$ cat config.mk
export PLATFORM = sky130hd
export DESIGN_NAME = linear_congruence_solver
export DESIGN_NICKNAME = d
export VERILOG_FILES = /design/src/sv/lcs_pkg.sv /design/src/sv/linear_congruence_solver.sv /design/src/sv/lcs_datapath.sv /design/src/sv/lcs_control.sv
export SDC_FILE = /design/constraint.sdc
export NUM_CORES = 2
export LEC_CHECK = 0
export BUFFER_PORTS_ARGS = -buffer_cell sky130_fd_sc_hd__buf_4
export CORE_ASPECT_RATIO = 0.8
export CORE_MARGIN = 2
export CORE_UTILIZATION = 26
export CTS_BUF_LIST = sky130_fd_sc_hd__clkbuf_4 sky130_fd_sc_hd__clkbuf_8 sky130_fd_sc_hd__clkbuf_16
export CTS_CLUSTER_DIAMETER = 30
export DETAILED_ROUTE_END_ITERATION = 16
export GPL_TIMING_DRIVEN = 0
export SLEW_MARGIN = 40
export SYNTH_ARGS = -nofsm -noshare
export SYNTH_HDL_FRONTEND = slang
export SYNTH_SLANG_ARGS = --single-unit
$ cat constraint.sdc
create_clock -name clock -period 14.7 [get_ports clock]
set_input_delay 2.205 -clock clock [delete_from_list [all_inputs] [get_ports clock]]
set_output_delay 2.205 -clock clock [all_outputs]
set_load 0.1 [all_outputs]
$ cat src/sv/lcs_pkg.sv
// ----------------------------------------------------------------------------
// lcs_pkg
// Shared constants, status codes and controller/datapath command types.
// ----------------------------------------------------------------------------
package lcs_pkg;

   localparam int DefaultWidth = 63;

   // result status codes
   localparam logic [1:0] STATUS_SOLVED  = 2'd0;
   localparam logic [1:0] STATUS_NOSOL   = 2'd1;
   localparam logic [1:0] STATUS_ZEROMOD = 2'd2;

   // datapath operations
   localparam logic [3:0] OP_NONE    = 4'd0;
   localparam logic [3:0] OP_LOAD    = 4'd1;  // latch inputs
   localparam logic [3:0] OP_DIV_A   = 4'd2;  // start a mod n
   localparam logic [3:0] OP_DIV_B   = 4'd3;  // start b mod n
   localparam logic [3:0] OP_DIV_Q   = 4'd4;  // start r0 / r1
   localparam logic [3:0] OP_QMUL    = 4'd5;  // start q*s1 (serial)
   localparam logic [3:0] OP_EUCLID  = 4'd6;  // apply quotient step
   localparam logic [3:0] OP_DIV_BD  = 4'd7;  // start b / d
   localparam logic [3:0] OP_DIV_U   = 4'd8;  // start |u| mod n
   localparam logic [3:0] OP_DIV_NS  = 4'd9;  // start n / d
   localparam logic [3:0] OP_MULMOD  = 4'd10; // start u*k mod n
   localparam logic [3:0] OP_FIX_U   = 4'd11; // make u nonnegative

   typedef struct packed {
      logic [3:0] op;
   } cmd_type;

   typedef struct packed {
      logic unit_done;   // divider or serial unit finished this cycle
      logic r1_zero;
      logic n_zero;
      logic rem_zero;    // last divider remainder is zero
   } stat_type;

endpackage

$ cat src/sv/linear_congruence_solver.sv
// A new item is taken only after the last result; the divider and multipliers are shared bit-serial units.
// busy is high from acceptance until the result strobe; start is taken only when idle.
// Results appear on rsp_ for one cycle with rsp_valid; the receiver cannot stall.
// Synchronous active-high reset returns the sequencer to idle.
// ----------------------------------------------------------------------------
// linear_congruence_solver
// Solves a*x = b mod n with extended Euclid; returns gcd, first solution, step.
// ----------------------------------------------------------------------------
module linear_congruence_solver
   import lcs_pkg::*;
#(
   parameter int WIDTH = DefaultWidth
) (
   input  logic             clock,
   input  logic             reset,
   input  logic             start,
   output logic             busy,
   input  logic [WIDTH-1:0] req_coeff,
   input  logic [WIDTH-1:0] req_rhs,
   input  logic [WIDTH-1:0] req_modulus,
   output logic             rsp_valid,
   output logic [1:0]       rsp_status,
   output logic [WIDTH-1:0] rsp_divisor,
   output logic [WIDTH-1:0] rsp_first_solution,
   output logic [WIDTH-1:0] rsp_solution_step
);
   cmd_type          cmd;
   stat_type         stat;
   logic [WIDTH-1:0] d_w, x0_w, st_w;

   lcs_control u_ctrl (
      .clock, .reset, .start, .busy, .stat, .cmd, .rsp_valid, .rsp_status
   );

   lcs_datapath #(.WIDTH(WIDTH)) u_dp (
      .clock, .reset, .cmd, .stat, .req_coeff, .req_rhs, .req_modulus,
      .d_out(d_w), .x0_out(x0_w), .step_out(st_w)
   );

   // blank fields by status
   assign rsp_divisor        = (rsp_status == STATUS_ZEROMOD) ? '0 : d_w;
   assign rsp_first_solution = (rsp_status == STATUS_SOLVED) ? x0_w : '0;
   assign rsp_solution_step  = (rsp_status == STATUS_SOLVED) ? st_w : '0;
endmodule

$ cat src/sv/lcs_datapath.sv
// ----------------------------------------------------------------------------
// lcs_datapath
// Registers, a shared bit-serial divider and two bit-serial multiply units.
// ----------------------------------------------------------------------------
module lcs_datapath
   import lcs_pkg::*;
#(
   parameter int WIDTH = DefaultWidth
) (
   input  logic             clock,
   input  logic             reset,
   input  cmd_type          cmd,
   output stat_type         stat,
   input  logic [WIDTH-1:0] req_coeff,
   input  logic [WIDTH-1:0] req_rhs,
   input  logic [WIDTH-1:0] req_modulus,
   output logic [WIDTH-1:0] d_out,
   output logic [WIDTH-1:0] x0_out,
   output logic [WIDTH-1:0] step_out
);
   localparam int CW = $clog2(WIDTH + 1);
   localparam int SW = WIDTH + 1; // signed coefficient width

   logic [WIDTH-1:0] n_ff, a_ff, b_ff, r0_ff, r1_ff, q_ff, k_ff, x0_ff, st_ff;
   logic [SW-1:0]    s0_ff, s1_ff, p_ff;
   logic [WIDTH-1:0] n_in, a_in, b_in, r0_in, r1_in, q_in, k_in, x0_in, st_in;
   logic [SW-1:0]    s0_in, s1_in, p_in;

   // divider: restoring, one quotient bit per cycle
   logic [WIDTH-1:0] dnum_ff, dden_ff, dquo_ff, drem_ff, dnum_in, dden_in, dquo_in, drem_in;
   logic [CW-1:0]    dcnt_ff, dcnt_in;
   logic             dbusy_ff, dbusy_in;
   logic [WIDTH:0]   dtrial;
   logic [WIDTH-1:0] drem_fin;
   logic             ddone;

   // serial multiply: q*s1 (shift-add) and mod multiply (add-double)
   logic [WIDTH-1:0] mx_ff, my_ff, macc_ff, mx_in, my_in, macc_in;
   logic [SW-1:0]    qm_ff, qm_in;
   logic [WIDTH-1:0] qq_ff, qq_in;
   logic             mbusy_ff, mbusy_in, qbusy_ff, qbusy_in, mdone, qdone;
   logic [WIDTH:0]   msum, mdbl;

   logic [WIDTH-1:0] s0_mag;
   logic [3:0]       last_op_ff, last_op_in;

   assign dtrial = {drem_ff, dnum_ff[WIDTH-1]} - {1'b0, dden_ff};
   // remainder after the step in progress
   assign drem_fin = dtrial[WIDTH] ? {drem_ff[WIDTH-2:0], dnum_ff[WIDTH-1]}
                                   : dtrial[WIDTH-1:0];
   assign ddone  = dbusy_ff && (dcnt_ff == CW'(1));
   assign msum   = {1'b0, macc_ff} + {1'b0, mx_ff};
   assign mdbl   = {1'b0, mx_ff} + {1'b0, mx_ff};
   assign mdone  = mbusy_ff && (my_ff == '0);
   assign qdone  = qbusy_ff && (qq_ff == '0);
   assign s0_mag = s0_ff[SW-1] ? WIDTH'(-s0_ff) : s0_ff[WIDTH-1:0];

   // next-state of datapath registers
   always_comb begin
      {n_in, a_in, b_in, r0_in, r1_in, q_in, k_in, x0_in, st_in} =
         {n_ff, a_ff, b_ff, r0_ff, r1_ff, q_ff, k_ff, x0_ff, st_ff};
      {s0_in, s1_in, p_in} = {s0_ff, s1_ff, p_ff};
      {dnum_in, dden_in, dquo_in, drem_in, dcnt_in, dbusy_in} =
         {dnum_ff, dden_ff, dquo_ff, drem_ff, dcnt_ff, dbusy_ff};
      {mx_in, my_in, macc_in, mbusy_in, qm_in, qq_in, qbusy_in} =
         {mx_ff, my_ff, macc_ff, mbusy_ff, qm_ff, qq_ff, qbusy_ff};
      last_op_in = last_op_ff;

      // advance divider
      if (dbusy_ff) begin
         dnum_in = {dnum_ff[WIDTH-2:0], 1'b0};
         if (!dtrial[WIDTH]) begin
            drem_in = dtrial[WIDTH-1:0];
            dquo_in = {dquo_ff[WIDTH-2:0], 1'b1};
         end else begin
            drem_in = {drem_ff[WIDTH-2:0], dnum_ff[WIDTH-1]};
            dquo_in = {dquo_ff[WIDTH-2:0], 1'b0};
         end
         dcnt_in = dcnt_ff - CW'(1);
         if (dcnt_ff == CW'(1)) dbusy_in = 1'b0;
      end
      // advance signed product q*s1
      if (qbusy_ff) begin
         if (qq_ff[0]) p_in = p_ff + qm_ff;
         qm_in = {qm_ff[SW-2:0], 1'b0};
         qq_in = {1'b0, qq_ff[WIDTH-1:1]};
         if (qdone) qbusy_in = 1'b0;
      end
      // advance modular multiply
      if (mbusy_ff) begin
         if (mdone) begin
            mbusy_in = 1'b0;
         end else begin
            if (my_ff[0])
               macc_in = (msum >= {1'b0, n_ff}) ? WIDTH'(msum - {1'b0, n_ff})
                                                : msum[WIDTH-1:0];
            mx_in = (mdbl >= {1'b0, n_ff}) ? WIDTH'(mdbl - {1'b0, n_ff})
                                           : mdbl[WIDTH-1:0];
            my_in = {1'b0, my_ff[WIDTH-1:1]};
         end
      end

      // capture divider results by the op that launched it
      if (ddone) begin
         case (last_op_ff)
            OP_DIV_A:  a_in = dtrial[WIDTH] ? {drem_ff[WIDTH-2:0], dnum_ff[WIDTH-1]}
                                            : dtrial[WIDTH-1:0];
            OP_DIV_B:  b_in = dtrial[WIDTH] ? {drem_ff[WIDTH-2:0], dnum_ff[WIDTH-1]}
                                            : dtrial[WIDTH-1:0];
            OP_DIV_Q:  q_in = {dquo_ff[WIDTH-2:0], !dtrial[WIDTH]};
            OP_DIV_BD: k_in = {dquo_ff[WIDTH-2:0], !dtrial[WIDTH]};
            OP_DIV_U:  x0_in = dtrial[WIDTH] ? {drem_ff[WIDTH-2:0], dnum_ff[WIDTH-1]}
                                             : dtrial[WIDTH-1:0];
            OP_DIV_NS: st_in = {dquo_ff[WIDTH-2:0], !dtrial[WIDTH]};
            default: ;
         endcase
      end
      if (mdone) x0_in = macc_ff;

      case (cmd.op)
         OP_LOAD: begin
            n_in = req_modulus; a_in = req_coeff; b_in = req_rhs;
            x0_in = '0; st_in = '0;
         end
         OP_DIV_A, OP_DIV_B, OP_DIV_Q, OP_DIV_BD, OP_DIV_U, OP_DIV_NS: begin
            case (cmd.op)
               OP_DIV_A:  begin dnum_in = a_ff;   dden_in = n_ff;  end
               OP_DIV_B:  begin dnum_in = b_ff;   dden_in = n_ff;  end
               OP_DIV_Q:  begin dnum_in = r0_ff;  dden_in = r1_ff; end
               OP_DIV_BD: begin dnum_in = b_ff;   dden_in = r0_ff; end
               OP_DIV_U:  begin dnum_in = s0_mag; dden_in = n_ff;  end
               default:   begin dnum_in = n_ff;   dden_in = r0_ff; end
            endcase
            drem_in = '0; dquo_in = '0; dcnt_in = CW'(WIDTH); dbusy_in = 1'b1;
            last_op_in = cmd.op;
            if (cmd.op == OP_DIV_A) begin
               s0_in = SW'(1); s1_in = '0;
            end
         end
         OP_QMUL: begin
            // quotient lands this cycle, take it straight from the divider
            p_in = '0; qm_in = s1_ff; qq_in = q_in; qbusy_in = 1'b1;
         end
         OP_EUCLID: begin
            // r0 - q*r1 equals the divider remainder
            r0_in = r1_ff; r1_in = drem_ff;
            s0_in = s1_ff; s1_in = s0_ff - p_ff;
         end
         OP_FIX_U: begin
            // negative u: n - (|u| mod n), zero stays zero
            if (s0_ff[SW-1] && x0_ff != '0) x0_in = n_ff - x0_ff;
         end
         OP_MULMOD: begin
            mx_in = x0_ff; my_in = k_ff; macc_in = '0; mbusy_in = 1'b1;
         end
         default: ;
      endcase
      // r0 seeded from reduced a after the first divide finishes
      if (ddone && last_op_ff == OP_DIV_A) begin
         r0_in = a_in; r1_in = n_ff;
      end
   end

   always_ff @(posedge clock) begin
      if (reset) begin
         dbusy_ff <= 1'b0; mbusy_ff <= 1'b0; qbusy_ff <= 1'b0;
         last_op_ff <= OP_NONE;
      end else begin
         dbusy_ff <= dbusy_in; mbusy_ff <= mbusy_in; qbusy_ff <= qbusy_in;
         last_op_ff <= last_op_in;
      end
      {n_ff, a_ff, b_ff, r0_ff, r1_ff, q_ff, k_ff, x0_ff, st_ff} <=
         {n_in, a_in, b_in, r0_in, r1_in, q_in, k_in, x0_in, st_in};
      {s0_ff, s1_ff, p_ff} <= {s0_in, s1_in, p_in};
      {dnum_ff, dden_ff, dquo_ff, drem_ff, dcnt_ff} <=
         {dnum_in, dden_in, dquo_in, drem_in, dcnt_in};
      {mx_ff, my_ff, macc_ff, qm_ff, qq_ff} <= {mx_in, my_in, macc_in, qm_in, qq_in};
   end

   assign stat.unit_done = ddone || mdone || qdone;
   assign stat.r1_zero   = (r1_ff == '0);
   assign stat.n_zero    = (n_ff == '0);
   assign stat.rem_zero  = (drem_fin == '0);
   assign d_out    = r0_ff;
   assign x0_out   = x0_ff;
   assign step_out = st_ff;

`ifndef NO_ASSERTIONS
   a_div_one_owner: assert property (@(posedge clock) disable iff (reset)
      !(dbusy_ff && mbusy_ff)) else $error("divider and multiplier both busy");
   a_div_nonzero: assert property (@(posedge clock) disable iff (reset)
      $rose(dbusy_ff) |-> dden_ff != '0) else $error("divide by zero launched");
   a_mul_reduced: assert property (@(posedge clock) disable iff (reset)
      mbusy_ff |-> macc_ff < n_ff) else $error("mod accumulator out of range");
`endif
endmodule

$ cat src/sv/lcs_control.sv
// ----------------------------------------------------------------------------
// lcs_control
// Sequencer: reduce, Euclid loop, solvability check, final multiply.
// ----------------------------------------------------------------------------
module lcs_control
   import lcs_pkg::*;
(
   input  logic       clock,
   input  logic       reset,
   input  logic       start,
   output logic       busy,
   input  stat_type   stat,
   output cmd_type    cmd,
   output logic       rsp_valid,
   output logic [1:0] rsp_status
);
   localparam logic [3:0] S_IDLE = 4'd0, S_CHK = 4'd1, S_RA = 4'd2, S_RB = 4'd3,
      S_LOOP = 4'd4, S_Q = 4'd5, S_QM = 4'd6, S_BD = 4'd7, S_U = 4'd8,
      S_NS = 4'd9, S_FIX = 4'd10, S_MM = 4'd11, S_OUT = 4'd12;

   logic [3:0] state_ff, state_in;
   logic [1:0] status_ff, status_in;

   always_comb begin
      state_in = state_ff; status_in = status_ff;
      cmd.op = OP_NONE;
      case (state_ff)
         S_IDLE: if (start) begin cmd.op = OP_LOAD; state_in = S_CHK; end
         S_CHK: begin
            if (stat.n_zero) begin status_in = STATUS_ZEROMOD; state_in = S_OUT; end
            else begin cmd.op = OP_DIV_A; state_in = S_RA; end
         end
         S_RA: if (stat.unit_done) begin
            cmd.op = OP_DIV_B; state_in = S_RB; end
         S_RB: if (stat.unit_done) state_in = S_LOOP;
         S_LOOP: begin
            if (stat.r1_zero) begin cmd.op = OP_DIV_BD; state_in = S_BD; end
            else begin cmd.op = OP_DIV_Q; state_in = S_Q; end
         end
         S_Q: if (stat.unit_done) begin
            cmd.op = OP_QMUL; state_in = S_QM; end
         S_QM: if (stat.unit_done) begin
            cmd.op = OP_EUCLID; state_in = S_LOOP; end
         S_BD: if (stat.unit_done) begin
            if (!stat.rem_zero) begin status_in = STATUS_NOSOL; state_in = S_OUT; end
            else begin cmd.op = OP_DIV_U; state_in = S_U; end
         end
         S_U: if (stat.unit_done) begin
            cmd.op = OP_DIV_NS; state_in = S_NS; end
         S_NS: if (stat.unit_done) begin cmd.op = OP_FIX_U; state_in = S_FIX; end
         S_FIX: begin cmd.op = OP_MULMOD; state_in = S_MM; end
         S_MM: if (stat.unit_done) begin
            status_in = STATUS_SOLVED; state_in = S_OUT; end
         S_OUT: state_in = S_IDLE;
         default: state_in = S_IDLE;
      endcase
   end

   always_ff @(posedge clock) begin
      if (reset) begin
         state_ff <= S_IDLE;
      end else begin
         state_ff <= state_in;
      end
      status_ff <= status_in;
   end

   assign busy       = (state_ff != S_IDLE);
   assign rsp_valid  = (state_ff == S_OUT);
   assign rsp_status = status_ff;

`ifndef NO_ASSERTIONS
   a_out_once: assert property (@(posedge clock) disable iff (reset)
      rsp_valid |=> !rsp_valid) else $error("result strobe held");
   a_start_busy: assert property (@(posedge clock) disable iff (reset)
      (start && !busy) |=> busy) else $error("accepted item did not start");
   a_status_code: assert property (@(posedge clock) disable iff (reset)
      rsp_valid |-> rsp_status != 2'd3) else $error("bad status");
`endif
endmodule
# Word-level counts from Yosys, hierarchy flattened
# Cells that the tools add are included.
dict set report classes {
  addsub 10
  n_lt_le_gt_ge 2
  n_eq_ne 43
  muxes 80
  n_bitwise 1
  n_reduce_logical 38
}
# cell n
set ops {}
lappend ops {{$mux W63} 33}
lappend ops {{$logic_not A63 Y1} 5}
lappend ops {{$mux W64} 4}
lappend ops {{$pmux W64 S2} 2}
lappend ops {{$pmux W63 S2} 2}
lappend ops {{$pmux W63 S4} 1}
lappend ops {{$sub A63 B63 Y63} 3}
lappend ops {{$add A63 B63 Y64} 2}
lappend ops {{$ge A64 B63 Y1} 2}
lappend ops {{$add A64 B64 Y64} 1}
lappend ops {{$sub A64 B63 Y64} 1}
lappend ops {{$sub A64 B64 Y64} 1}
lappend ops {{$neg A63 Y63} 1}
lappend ops {{$reduce_bool A63 Y1} 1}
lappend ops {{$mux W4} 13}
lappend ops {{$eq A4 B4 Y1 const B} 11}
lappend ops {{$pmux W4 S11} 1}
lappend ops {{$eq A4 B3 Y1 const B} 10}
lappend ops {{$pmux W4 S10} 1}
lappend ops {{$eq A4 B2 Y1 const B} 6}
lappend ops {{$ne A2 B2 Y1 const B} 10}
lappend ops {{$mux W2} 8}
lappend ops {{$reduce_bool A2 Y1} 7}
lappend ops {{$reduce_and A2 Y1} 6}
lappend ops {{22 further kinds} 42}
dict set report word_totals {
  reg_bits 1345
  in_bits 192
  output_inout_bits 193
  wordCells 202
}

# Depth between registers and ports, before layout
dict set report depth {
  ltp_word 10
  mapped_depth 32
  depth_no_buf 29
}

# Cells and area by module
# A second synthesis with hierarchy kept.
dict set report hier_totals {
  hier_cells 9496
  hier_area_um2 84368.4
}
# module n_inst cells_per_inst area_per_inst_um2 seq_area_each_um2
set by_module_without_submodules {}
lappend by_module_without_submodules {lcs_datapath 1 9211 82435.3 35033.6}
lappend by_module_without_submodules {linear_congruence_solver 1 211 1365.1 0.0}
lappend by_module_without_submodules {lcs_control 1 74 568.0 140.1}

# Worst setup path after synthesis
# Ideal clock, no wire load.
dict set report synth_timing {
  path_type {reg2reg}
  from {register u_dp.mx_ff[0]}
  to {register u_dp.macc_ff[14]}
  setup_ns 0.132
  arrival_time_ns 6.935
  path_slack_ns 7.633
  path_stages_with_launch 32
  synth_period_minus_slack_ns 7.067
  cell_sequence {edfxtp_1 > ha_1 > fa_1 > a21oi_1 > o21ai_0 > a21oi_1 > o31ai_1 > a211o_1 > a32oi_1 > o21ai_0 > a31o_2 > and3_1 > o21ai_0 > nand2b_1 > xor2_1 > ha_1 > nand2_1 > nor3_1 > or4b_2 > a31oi_1 > a211oi_1 > o311ai_0 > o211ai_1 > a31oi_1 > a211o_1 > a41o_1 > clkbuf_1 > buf_1 > clkbuf_1 > nand2_1 > o211ai_1 > a21oi_1}
}
dict set report synth_between {
  elab_chain_len 3
  elab_cells_between_ends 4
  cone_classes {add/sub: 2; order compare: 1; mux: 1}
}
# element line_no
set synth_rtl {}
lappend synth_rtl {{from (decl)} lcs_datapath.sv:38} ;# logic [WIDTH-1:0] mx_ff, my_ff, macc_ff, mx_in, my_in, macc_in;
lappend synth_rtl {{from (signal assigned)} lcs_datapath.sv:177} ;# {mx_ff, my_ff, macc_ff, qm_ff, qq_ff} <= {mx_in, my_in, macc_in, qm_in, qq_in};
lappend synth_rtl {{$add A63 B63 Y64 *} lcs_datapath.sv:52} ;# assign msum = {1'b0, macc_ff} + {1'b0, mx_ff};
lappend synth_rtl {{$sub A63 B63 Y63 / $ge A64 B63 Y1 (equally long branches)} lcs_datapath.sv:95} ;# macc_in = (msum >= {1'b0, n_ff}) ? WIDTH'(msum - {1'b0, n_ff})
lappend synth_rtl {{$mux W63 *} lcs_datapath.sv:95}
lappend synth_rtl {{to (signal assigned)} lcs_datapath.sv:177}
lappend synth_rtl {{to (decl)} lcs_datapath.sv:38}
# Every way passes the cells marked *; elsewhere a longest branch is shown, timed or not.
# A chain may end at the register's enable or synchronous reset.

# Worst setup path in the final report
dict set report layout_timing {
  from {register u_dp.mx_ff[0]}
  to {register u_dp.macc_ff[57]}
}
# Same word-level chain as after synthesis.

==> qor.yml <==
finish:
  fill_cells: 33505
  synthToLayoutAreaGrowth_pct: 24.0
  seqCellArea_um2: 35200
  drive_above_1_share_pct: 12.3
  multi_input_area_um2: 45300
  final_cells: 14909
  nets: 11083
  post-route-util_pct: 32.5
critical_path:
  start_kind: "flip-flop"
  critPathKind: "flip-flop to flip-flop"
  arrival_ps: 11530
  r2r_cells: 30
  cp_slowest_cell: "or4b_2"
  max_stage_delay_ps: 740
  cp.required_ps: 15460
  critPathCaptureType: "flip-flop"
  crit_fanout: 10
placement:
  pre_cts_slack_ps: 4610
  numPortBuffers: 384
  place.gp.congestion: 1.04
  dp_hpwl_mm: 337
  placedCellCount: 14339
flow_run:
  cap_violations: 0
grt:
  gr-total-overflow: 0
  gr-usage-all-layers_pct: 24.3
  grt_pass1_vias: 73542
  antenna_found_initial: 29
  grt_pass1_wl_mm: 564
  grt_max_degree: 52
drt:
  drtIter0Drc: 11499
  route.detailed.drc: 0
  antenna_left: 0
  wl_per_cell_um: 27.8
  dr.pass1.iters: 7
  avgViaCountPerCell: 5.47
  drt-total-wl_mm: 414
  vias: 81502
logic_synthesis:
  yosysTopAreaCellShare_pct: 29.7
  synth_cells: 9693
  synthFlopType: "edfxtp_1"
  ys_warn_count: 0
  ys_seq_area_share_pct: 42.2
  synth_top_area_cell: "edfxtp_1"
  ys_types: 87
  syn_avg_cell_area_um2: 8.59
  synthTopCellsByArea: "edfxtp_1, dfxtp_1, nand2_1, ha_1, a21oi_1"
  ys_seq_elements: 1345
  syn_area_um2: 83300
  syn-num-nets: 10336
  async_flop_share_pct: 0
  synth_edf_count: 824
cts:
  postCtsSetupBuffers: 0
  clk_pin_slew_ps: 50
  ctsRootBufferMaster: "clkbuf_16"
  numCtsBuffers: 301
  cts_resized: 0
  clkSinkCount: 1345
  htreeDepth: 5
  hold_buffers: 0
  tritoncts: "done"
  cts_max_path_buffers: 4
  clock_latency_ps: 880
power:
  p_per_area_nw_per_um2: 191
  power_frac_comb_pct: 38.1
  p_leak_nw: 41.8
  clock_power_share_pct: 34.6
  p_seq_share_pct: 27.3
  internal_power_w: 0.0116
  p_sw_share_pct: 41.1
  switching_power_w: 0.00811
  ir_worst_vdd_mv: 0.134
floorplanning:
  start_util_pct: 26.2
  fp-row-count: 185
  die_area_um2: 325000
  ios: 385
  die_h_um: 510
  die_x_um: 637
  coreArea_um2: 318000
sta:
  final_max_slew_viol_count: 0
  worstMarginPinSlew_ps: 1030
  hold_ws_ps: 437
  setup-violations-final: 0
  slew_headroom_pct: 31.3
  rsz0062_at_grt: "false"
  timing.final.crit_share_pct: 73.3
  hold_viol: 0
  timing.final.ws_setup_ps: 3930
  worst_clock_skew_ps: 105
  tns_ps: 0
  fmax_ghz: 0.0928
  fin_crit_ps: 10770
run_status:
  outcome: "completed"
worst_hold_path:
  worst_hold_path.num_cells: 2
  hold_class: "flip-flop to flip-flop"
worst max-delay path: cells and delay by family, from the launching register on:
family / cells / cell delay, ps
adder cells (fa/ha/maj): 3 / 890
AND/OR/NAND/NOR: 5 / 1820
flip-flops: 1 / 420
buffers and inverters: 3 / 1610
AO/OA/AOI/OAI: 18 / 5740
XOR/XNOR: 1 / 160
layer usage:
metal / wire [µm] / vias up / global-route usage (%)
met5: 60 / - / 0
met2: 167000 / 4885 / 34.3
li1: - / 36363 / -
met1: 171000 / 39511 / 32.7
met4: 25100 / 8 / 12.9
met3: 51200 / 735 / 7.78
synthesized netlist by cell type (9+ instances only):
library cell  instances
a211o_1              33
a211oi_1            211
a21boi_0             18
a21o_1              290
a21oi_1             890
a221o_1              65
a221oi_1             24
a22oi_1              66
a31o_2               13
a31oi_1              57
a41oi_1               9
and2_1              216
and3_1               67
and4_1               13
buf_1                36
buf_2                15
clkbuf_1            457
dfxtp_1             521
edfxtp_1            824
ha_1                444
inv_1               369
mux2_2               26
mux2i_1             190
nand2_1            1874
nand2b_1             76
nand3_1             105
nand4_1              82
nor2_1              790
nor2b_1              68
nor3_1              201
nor4_1              106
o211ai_1             88
o21a_1               58
o21ai_0             527
o21bai_1             75
o22ai_1              41
o31ai_1              46
o41ai_1              20
or2_2                26
or3_1                39
or4_1                20
xnor2_1             292
xor2_1              159
cells by family after synthesis:
| logic type | synth area share [%] |
|---|---|
| AOI/OAI and AO/OA | 19.9 |
| buffers and inverters | 3.99 |
| muxes | 2.64 |
| DFF | 42.2 |
| xor gates and xnor gates | 4.74 |
| and+or+nand+nor | 19.6 |
| adders and majority gates | 6.85 |
power groups by stage:
stage                     sequential, W  clock, W  combinational, W
after floorplan                 0.00514         0           0.00444
after global placement          0.00549         0           0.00691
after detailed placement        0.00542         0           0.00712
after CTS                       0.00536   0.00687           0.00716
after global routing            0.00542   0.00705           0.00785
final                           0.00539   0.00684           0.00752
layout make-up:
cell class	instances	share of cell area [%]
Timing Repair Buffer	444	3.59
Clock buffer	380	8.21
Clock inverter	168	1.68
Tap cell	4207	5.10
Buffer	509	2.04
Antenna cell	17	0.0412
Multi-Input combinational cell	7468	43.9
Sequential cell	1345	34.1
Inverter	371	1.35
path summary, 6_finish.rpt:
kind / slack [ps] / to / startpoint
max: 3930 / u_dp.macc_ff[57]$_SDFFE_PP0P_ / u_dp.mx_ff[0]$_DFFE_PP_
min: 440 / u_dp.q_ff[12]$_DFF_P_ / u_dp.q_ff[12]$_DFF_P_
max reg2reg: 3930 / u_dp.macc_ff[57]$_SDFFE_PP0P_ / u_dp.mx_ff[0]$_DFFE_PP_
min reg2reg: 440 / u_dp.q_ff[12]$_DFF_P_ / u_dp.q_ff[12]$_DFF_P_
through the flow:
| step | cell area [µm²] | total power (W) |
|---|---|---|
| 3_5_place_dp | 92800 | 0.0125 |
| 5_1_grt | 103000 | 0.0203 |
| 2_1_floorplan | 83300 | 0.00958 |
| 6_report | 103000 | 0.0198 |
| 3_3_place_gp | 91400 | 0.0124 |
| 4_1_cts | 103000 | 0.0194 |
flip-flops by register name (all words and copies together) (netlist names), 64 cells and up:
signal / count
u_dp.s1_ff: 64
u_dp.qm_ff: 64
u_dp.s0_ff: 64
u_dp.p_ff: 64
cells in the final DEF (no fill, tap or decap), drive strengths merged, types with 76 or more instances in the layout:
master,count
inv,409
mux2i,190
and2,216
dfxtp,521
nand3,105
nand2,1874
xor2,159
ha,444
a211oi,211
clkinv,81
clkbuf,840
a21o,290
nor2,790
o211ai,88
xnor2,292
o21ai,530
edfxtp,824
nor3,201
nand2b,76
a21oi,890
nor4,107
nand4,82
buf,493
Power figures use the tool's default switching activity.
